File: config.mk
export PLATFORM = sky130hd
export DESIGN_NAME = bwi_round
export DESIGN_NICKNAME = d
export VERILOG_FILES = /design/src/sv/bwi_pkg.sv /design/src/sv/bwi_round.sv
export SDC_FILE = /design/constraint.sdc
export NUM_CORES = 1
export LEC_CHECK = 0
export ABC_AREA = 1
export BUFFER_PORTS_ARGS = -buffer_cell sky130_fd_sc_hd__buf_2
export CAP_MARGIN = 20
export CELL_PAD_IN_SITES_DETAIL_PLACEMENT = 0
export CELL_PAD_IN_SITES_GLOBAL_PLACEMENT = 2
export CORE_UTILIZATION = 23
export DETAILED_ROUTE_END_ITERATION = 12
export MAX_ROUTING_LAYER = met4
export PLACE_DENSITY = 0.78
export SLEW_MARGIN = 10
export SYNTH_ARGS = -nofsm -noshare
export SYNTH_HDL_FRONTEND = slang
export SYNTH_SLANG_ARGS = --single-unit
File: constraint.sdc
create_clock -name clk -period 2.4 [get_ports clk]
set_clock_uncertainty 0.1 [all_clocks]
set_input_delay 0.48 -clock clk [delete_from_list [all_inputs] [get_ports clk]]
set_output_delay 0.48 -clock clk [all_outputs]
set_load 0.05 [all_outputs]
File: src/sv/bwi_pkg.sv
package bwi_pkg;

    localparam int FRAC_BITS   = 11;
    localparam int SAMPLE_BITS = 8;
    localparam int LANES       = 4;
    localparam int ROW_BITS    = 32;
    localparam int CW          = 32;

    localparam int CUBIC_STAGES = 4;
    localparam int PIPE_STAGES  = 2 * CUBIC_STAGES + 1;

    typedef logic signed [CW-1:0]        coef_t;
    typedef logic [FRAC_BITS-1:0]        frac_t;
    typedef logic [SAMPLE_BITS-1:0]      sample_t;
    typedef logic [CUBIC_STAGES-1:0]     stage_en_t;

    localparam coef_t HALF_UNIT = coef_t'(1) <<< (FRAC_BITS - 1);

endpackage

File: src/sv/bwi_round.sv
module bwi_round (
    input  logic              clk,
    input  logic              en,
    input  bwi_pkg::coef_t    v,
    output bwi_pkg::sample_t  pixel
);

    localparam bwi_pkg::coef_t SAT_MAX = (bwi_pkg::coef_t'(1) <<< bwi_pkg::SAMPLE_BITS) - 1;

    bwi_pkg::sample_t pixel_reg, pixel_next;

    always_comb
    begin
        bwi_pkg::coef_t q;
        q = (v + bwi_pkg::HALF_UNIT) >>> bwi_pkg::FRAC_BITS;
        if (q < 0)
        begin
            pixel_next = '0;
        end
        else if (q > SAT_MAX)
        begin
            pixel_next = '1;
        end
        else
        begin
            pixel_next = q[bwi_pkg::SAMPLE_BITS-1:0];
        end
    end

    always_ff @(posedge clk)
    begin
        if (en)
        begin
            pixel_reg <= pixel_next;
        end
    end

    assign pixel = pixel_reg;

endmodule

==> summary.txt <==
Logic synthesis
  • Synthesized Nets: 177
  • FF+latch count, synth: 8
  • Sequential area share after synthesis: 0.2627
  • Synth cell types: 22
  • Post-synth top area share: 0.2627
  • Average cell area after synthesis: 6.441 um^2
  • Area contributors post-synth: edfxtp_1, nand2_1, nor2_1
  • Synth warnings: 0
  • Cells after synthesis: 142
  • Synth area leader: edfxtp_1
  • Synth Cell Area: 914.6 um^2

Floorplanning
  • Chip height: 65.06 um
  • Die area: 0.004233 mm^2
  • Initial core utilization: 0.2443
  • Die Span X: 65.06 um
  • I/O pins: 42
  • # rows: 22
  • Core area: 0.003744 mm^2

CTS
  • H-tree lvl count: 1
  • Post-cts gate resize count: 0
  • Post-CTS Repair Setup Buffers: 0
  • Reg clk slew, reported paths: 40 ps
  • CTS tree: yes
  • Clock sink total: 8
  • CTS root buf: clkbuf_8
  • Clk buf depth: 2
  • Num CTS Buffers: 3
  • Hold buffer count at cts: 0

Placed design
  • Placer Congestion: between 0.8 and 0.9
  • DPL Wire Length: 2.052 mm
  • Setup WS pre-CTS: around 100 ps
  • Input/output buffers: 31
  • Inst Count DP: 224

Final layout
  • Antenna cells: 0
  • Layout cells sized above 1: 0.2849
  • # nets final: 216
  • Cell Count, Final, Fillers Out: 227
  • Max FFs per register: 8
  • Area delta synth->final: 30.51%
  • Fillers: 444
  • Fin util: 0.3189

Routing
  • Detailed-route via count: 974
  • DR iter-0 viols: 40
  • Per-cell routed wire length: 10.18 um
  • First drt pass iteration count: 4
  • Post-DRT Antenna Nets: 0
  • Final wirelength: 2.310 mm
  • Vias/cell: 4.291
  • Residual DRC: 0

Pwr
  • Pleak: 0.5403 nW
  • PD cells: between 300 and 400 mW/mm^2
  • Overall power: between 0.0004 and 0.0005 W
  • Maximum VDD drop: 0.0001143 V

Critical path
  • Crit path launch type: primary input
  • Buf+Inv Stages, Crit Path: 1
  • Critical setup path kind: in -> reg
  • Critical path's top delay family: simple AND/OR/NAND/NOR gates
  • CP Data Required Time: 2260 ps
  • Critical path's slowest cell: nor2_4
  • Crit path DAT: 1930 ps
  • CP Cell Sequence: buf_2, ha_1, nand2_1, nor2_4, nand2_4, o21ai_1, nand2_1, nor2_1, nand3_1, nor2_4, a21oi_1
  • Max FO, Critical Path: 8
  • Worst setup EP type: register
  • Largest stage delay on the critical path: approximately 210 ps

Timing
  • Fin crit period: 2067 ps
  • Slew Limit Headroom: 0.7555
  • Final setup fails: 0
  • Fmax: 0.4838 GHz
  • Setup TNS: 0 ps
  • Fin. Hold Viols: 0
  • RSZ-0062 raised after global routing: no
  • Worst Tran Pin Value: between 300 and 400 ps
  • Max-slew violations: 0
  • Period utilisation layout: 0.8612
  • Final worst setup slack: 333.2 ps

Global routing
  • Total gr overflow: 0
  • Global-route wire length before repair: approximately 3.8 mm
  • Largest net degree at the start of global routing: 9
  • Vias in the first global route: 901
  • Initial antenna violation count: 0
  • GRT Total Usage: 0.1213

Hold path
  • Hold crit path type: in -> reg

Job
  • Max_cap viols: 0

Run status
  • Outcome: finished, final reports clean
where the power goes:
part	internal, W	switching, W	leakage [nW]	total, W
combinational	0.0000438	0.000101	0.440	0.000145
clock	0.000108	0.0000444	0.0216	0.000152
sequential	0.000167	0.00000202	0.0783	0.000169
cell usage after synthesis, drive strengths merged:
master,n
nand2,46
a21oi,9
nand3b,1
nor3,2
nand3,14
nor4,1
inv,17
edfxtp,8
ha,1
o21ai,4
nand4,3
nor2,26
and2,1
xor2,6
xnor2,3
cell families after synthesis:
group,synth area share
simple gates,0.4966
buf+inv,0.06977
compound gates,0.07112
xor+xnor,0.08619
flops,0.2627
fa+ha+maj,0.01368
placed cells by master, fill, tap and decap left out:
cell / netlist / final
nor3_1: 1 / 1
o21ai_0: 3 / 3
nand3b_1: 1 / 1
buf_2: 0 / 31
nand3_2: 3 / 3
a21oi_1: 9 / 9
buf_4: 0 / 3
inv_2: 2 / 2
nor3_2: 1 / 1
clkbuf_8: 0 / 3
nand2_1: 45 / 45
nand4_1: 3 / 3
ha_1: 1 / 1
nand3_1: 11 / 11
nor4_1: 1 / 1
and2_1: 1 / 1
nand2_4: 1 / 1
o21ai_1: 1 / 1
xnor2_1: 3 / 3
nor2_1: 19 / 19
edfxtp_1: 8 / 8
inv_1: 15 / 15
xor2_1: 6 / 6
nor2_4: 4 / 4
nor2_2: 3 / 3
through the flow:
stage	hold slack [ps]	cell area, um^2
finish	492.3	1194
global placement	711.2	1152
CTS	492.5	1194
detailed placement	722.0	1152
global route	505.0	1194
floorplan	492.5	914.6
cell type report:
type	count	area, um^2	area share
clock buffers	3	41.29	0.03459
flip-flops and latches	8	240.2	0.2013
multi-input cells	117	610.6	0.5115
inverters	17	63.81	0.05346
repair buffers	34	177.7	0.1488
well taps	48	60.06	0.05031
layer usage:
layer / GRT usage / up-vias / share of wire / routed length [um]
met5: - / - / 0 / 0
met4: 0.04076 / 0 / 0.0065 / 15
met3: 0.01585 / 2 / 0.038 / 87
met2: 0.2109 / 23 / 0.49 / 1126
met1: 0.1433 / 413 / 0.47 / 1080
li1: - / 536 / - / -
worst paths after layout:
kind	startpoint	to	depth (start not counted)
max	v[10]	pixel[1]$_SDFFCE_PN0P_	11
min	en	pixel[2]$_SDFFCE_PN0P_	1
(Power assumes the default switching activity.)
