==> src/sv/bwi_pkg.sv <==
package bwi_pkg;

    localparam int FRAC_BITS   = 11;
    localparam int SAMPLE_BITS = 8;
    localparam int LANES       = 4;
    localparam int ROW_BITS    = 32;
    localparam int CW          = 32;

    localparam int CUBIC_STAGES = 4;
    localparam int PIPE_STAGES  = 2 * CUBIC_STAGES + 1;

    typedef logic signed [CW-1:0]        coef_t;
    typedef logic [FRAC_BITS-1:0]        frac_t;
    typedef logic [SAMPLE_BITS-1:0]      sample_t;
    typedef logic [CUBIC_STAGES-1:0]     stage_en_t;

    localparam coef_t HALF_UNIT = coef_t'(1) <<< (FRAC_BITS - 1);

endpackage

==> src/sv/bwi_cubic.sv <==
module bwi_cubic (
    input  logic                clk,
    input  bwi_pkg::stage_en_t  en,
    input  bwi_pkg::coef_t      a,
    input  bwi_pkg::coef_t      b,
    input  bwi_pkg::coef_t      c,
    input  bwi_pkg::coef_t      d,
    input  bwi_pkg::frac_t      t,
    output bwi_pkg::coef_t      r
);

    function automatic bwi_pkg::coef_t fx_mul(bwi_pkg::frac_t f, bwi_pkg::coef_t h);
        logic signed [bwi_pkg::CW+bwi_pkg::FRAC_BITS:0] p;
        p = $signed({1'b0, f}) * h;
        return bwi_pkg::coef_t'(p >>> bwi_pkg::FRAC_BITS);
    endfunction

    function automatic bwi_pkg::coef_t half_tz(bwi_pkg::coef_t h);
        bwi_pkg::coef_t adj;
        adj = h + bwi_pkg::coef_t'({1'b0, h[bwi_pkg::CW-1]});
        return adj >>> 1;
    endfunction

    bwi_pkg::coef_t k0_reg, k1_reg, k2_reg, k3_reg;
    bwi_pkg::frac_t t0_reg, t1_reg, t2_reg;
    bwi_pkg::coef_t k0_1_reg, k1_1_reg, k0_2_reg;
    bwi_pkg::coef_t h1_reg, h2_reg, r_reg;
    bwi_pkg::coef_t bc_diff;

    assign bc_diff = b - c;

    // coefficient stage
    always_ff @(posedge clk)
    begin
        if (en[0])
        begin
            k0_reg <= b <<< 1;
            k1_reg <= c - a;
            k2_reg <= (a <<< 1) - (b + (b <<< 2)) + (c <<< 2) - d;
            k3_reg <= d - a + (bc_diff <<< 1) + bc_diff;
            t0_reg <= t;
        end
    end

    // horner steps
    always_ff @(posedge clk)
    begin
        if (en[1])
        begin
            h1_reg   <= k2_reg + fx_mul(t0_reg, k3_reg);
            k0_1_reg <= k0_reg;
            k1_1_reg <= k1_reg;
            t1_reg   <= t0_reg;
        end
        if (en[2])
        begin
            h2_reg   <= k1_1_reg + fx_mul(t1_reg, h1_reg);
            k0_2_reg <= k0_1_reg;
            t2_reg   <= t1_reg;
        end
        if (en[3])
        begin
            r_reg <= half_tz(k0_2_reg + fx_mul(t2_reg, h2_reg));
        end
    end

    assign r = r_reg;

endmodule

==> config.mk <==
export PLATFORM = sky130hd
export DESIGN_NAME = bwi_cubic
export DESIGN_NICKNAME = d
export VERILOG_FILES = /design/src/sv/bwi_pkg.sv /design/src/sv/bwi_cubic.sv
export SDC_FILE = /design/constraint.sdc
export NUM_CORES = 2
export LEC_CHECK = 0
export ABC_AREA = 1
export BUFFER_PORTS_ARGS = -buffer_cell sky130_fd_sc_hd__buf_2
export CORE_MARGIN = 4
export CORE_UTILIZATION = 64
export DETAILED_ROUTE_END_ITERATION = 16
export PLACE_DENSITY_LB_ADDON = 0.25
export SLEW_MARGIN = 25
export SYNTH_ARGS = -nofsm -noshare
export SYNTH_HDL_FRONTEND = slang
export SYNTH_SLANG_ARGS = --single-unit
==> constraint.sdc <==
create_clock -name clk -period 13.7 [get_ports clk]
set_input_delay 1.37 -clock clk [delete_from_list [all_inputs] [get_ports clk]]
set_output_delay 1.37 -clock clk [all_outputs]
set_load 0.02 [all_outputs]
==> results.yml <==
outcome:
  outcome: "completed"
logic_synthesis:
  seq_area_frac_synth_pct: 16.4
  synth_area_leaders: "fa_1 (33%), edfxtp_1 (16%), inv_1 (13%)"
  synth_warnings: 0
  synthCells: 7930
  synthArstFlopShare_pct: 0
  synth-edff-count: 349
  ys.flop_type: "edfxtp_1"
  netlist.area_leader.share_pct: 33.1
  synth_area_leader_cell: "fa_1"
  syn-cell-area_um2: 64000
  synth.distinct_cells: 54
  synth-seq-cells: 349
  avgSynthCellArea_um2: 8.07
  synth_fp_nets: 9612
sta:
  setup_tns_ns: 0
  period_minus_slack_ns: 9.10
  drv_slew: 0
  report.final.hold_viol_count: 0
  rsz0062_at_grt: "no"
  fin_crit_sh_pct: 66.4
  relSlewSlack_pct: 32.1
  skew_ns: 0.0253
  clock.fmax_mhz: 110
  whs_ns: 0.416
  finalSetupViolations: 0
  worstMarginPinSlew_ns: 1.02
routing:
  vias_per_cell: 5.58
  dr.pass1.iters: 8
  final_antenna_net_count: 0
  vias: 51951
  wirelength_um: 186000
  post_drt_wl_per_cell_um: 20.0
  drc_errors: 0
  drt_iter0_drc: 4362
finish:
  nNetsFinal: 9668
  areaGrowthSynthToFinish_pct: 5.42
  layout_common_cells: "inv_1 (2189), nand2_1 (1900), fa_1 (1057), ha_1 (481), a21oi_1 (377)"
  drive_gt1_share_pct: 4.02
  mostFrequentLayoutCell: "inv_1"
die:
  io_pins: 176
  fp.dieH_um: 324
  coreArea_um2: 98900
  start_util_pct: 64.7
  die_w_um: 324
  core.rowCount: 115
  dieArea_um2: 105000
worst_setup_path:
  critPathKind: "reg2reg"
  cp_slowest_stage_delay_ns: 0.81
  rr_startpoint: "t2_reg[3]"
  cp_slowest_cell: "edfxtp_1"
  worstRegToRegCells: 42
  start_kind: "flip-flop"
  regToRegEndpoint: "r[27]"
  worstPathRequired_ns: 14.08
  path_common_cell: "inv_1"
  crit_path_end: "r[27]"
  critPathCaptureType: "flip-flop"
  worst-path-max-fanout: 17
  worstSetupStartpoint: "t2_reg[3]"
  r2r_slack_ns: 4.60
  crit_arrival_ns: 9.49
clock_tree:
  htreeDepth: 2
  cts_tree: "yes"
  numCtsBuffers: 41
  clockRootBuffer: "clkbuf_16"
  cts.sink_count: 349
  clkTransAtPathRegs_ns: 0.06
  post-cts-setup-buffers: 0
  worstSkewPairLatency_ns: 0.63
  post_cts_resized: 0
  ctsHoldBuffers: 0
  cts_buffer_depth: 3
run:
  cap_violations: 0
grt:
  overflow: 0
  grt_max_degree: 77
  grt_use_total_pct: 36.0
  grt_pass1_vias: 52384
  antenna_found_initial: 15
  grt_pass1_wl_um: 289000
placed_design:
  place_congestion: 1.04
  port_buffers: 175
  place_hpwl_um: 158000
worst_hold_path:
  hold_path.class: "reg2reg"
## cells by family (layout without fill, tap and decap cells)
group                    count (synthesis)  count (layout)  share of synthesized area, %
AO/OA/AOI/OAI                          753             753                          6.55
adder cells (fa/ha/maj)               1538            1538                          42.5
XOR/XNOR                               323             323                          4.45
AND/OR/NAND/NOR                       2574            2574                          16.1
other                                    0               4                             0
flip-flops                             349             349                          16.4
buffers and inverters                 2393            2480                          14.0
## Yosys cell counts, types with 31 or more instances
| master | count |
|---|---|
| inv_1 | 2189 |
| nand2_1 | 1900 |
| fa_1 | 1057 |
| ha_1 | 481 |
| a21oi_1 | 377 |
| edfxtp_1 | 349 |
| nor2_1 | 346 |
| xor2_1 | 203 |
| clkbuf_1 | 195 |
| o21ai_0 | 181 |
| nand3_1 | 152 |
| xnor2_1 | 118 |
| nor3_1 | 64 |
| nand4_1 | 42 |
| a31oi_1 | 36 |
| a21o_1 | 33 |
| o21a_1 | 31 |
## routing by layer
| metal | routed length, um | part of all wire, % | global-route usage [%] |
|---|---|---|---|
| met4 | 7680 | 4.1 | 12.6 |
| met5 | 115 | 0.062 | 0 |
| met1 | 73200 | 39 | 48.8 |
| met2 | 81500 | 44 | 55.2 |
| met3 | 23200 | 13 | 11.4 |
## area by class of cell
| cell class | count | area [um^2] |
|---|---|---|
| Fill cell | 8196 | 31400 |
| Clock inverter | 29 | 382 |
| Antenna cell | 4 | 10.0 |
| Clock buffer | 45 | 1040 |
| Sequential cell | 349 | 10500 |
| Tap cell | 1287 | 1610 |
| Timing Repair Buffer | 211 | 1160 |
| Inverter | 2195 | 8240 |
| Multi-Input combinational cell | 5188 | 44500 |
## how the worst min path moves through the flow
stage            startpoint            to  slack [ns]  cells past startpoint
2_1_floorplan    k0_reg[10]  k0_1_reg[10]        0.40                      0
3_3_place_gp   k0_1_reg[11]  k0_2_reg[11]        0.40                      0
3_5_place_dp     k0_reg[19]  k0_1_reg[19]        0.40                      0
4_1_cts         k0_1_reg[8]   k0_2_reg[8]        0.42                      0
5_1_grt          k1_reg[15]  k1_1_reg[15]        0.42                      0
6_report       k0_1_reg[10]  k0_2_reg[10]        0.42                      0
## worst max-delay path: cells and delay by family, from the launching register on
kind,cells,cell delay (ns)
adder cells (fa/ha/maj),8,3.46
buffers and inverters,12,1.14
AND/OR/NAND/NOR,20,2.89
AO/OA/AOI/OAI,2,0.53
flip-flops,1,0.81
## through the flow
step                utilization (%)  setup WS [ns]  std cells  area [um^2]
floorplan                         -           6.05       7930        64000
finish                         68.2           4.60       9308        67400
detailed placement             66.8           4.74       9230        66000
global route                   68.2           3.85       9304        67400
global placement               66.8           4.57       9229        66000
CTS                            68.2           4.69       9304        67400
Power is left out: the tool's default activity adds up to more than one toggle a clock period on the data nets, which glitch-free logic cannot reach.
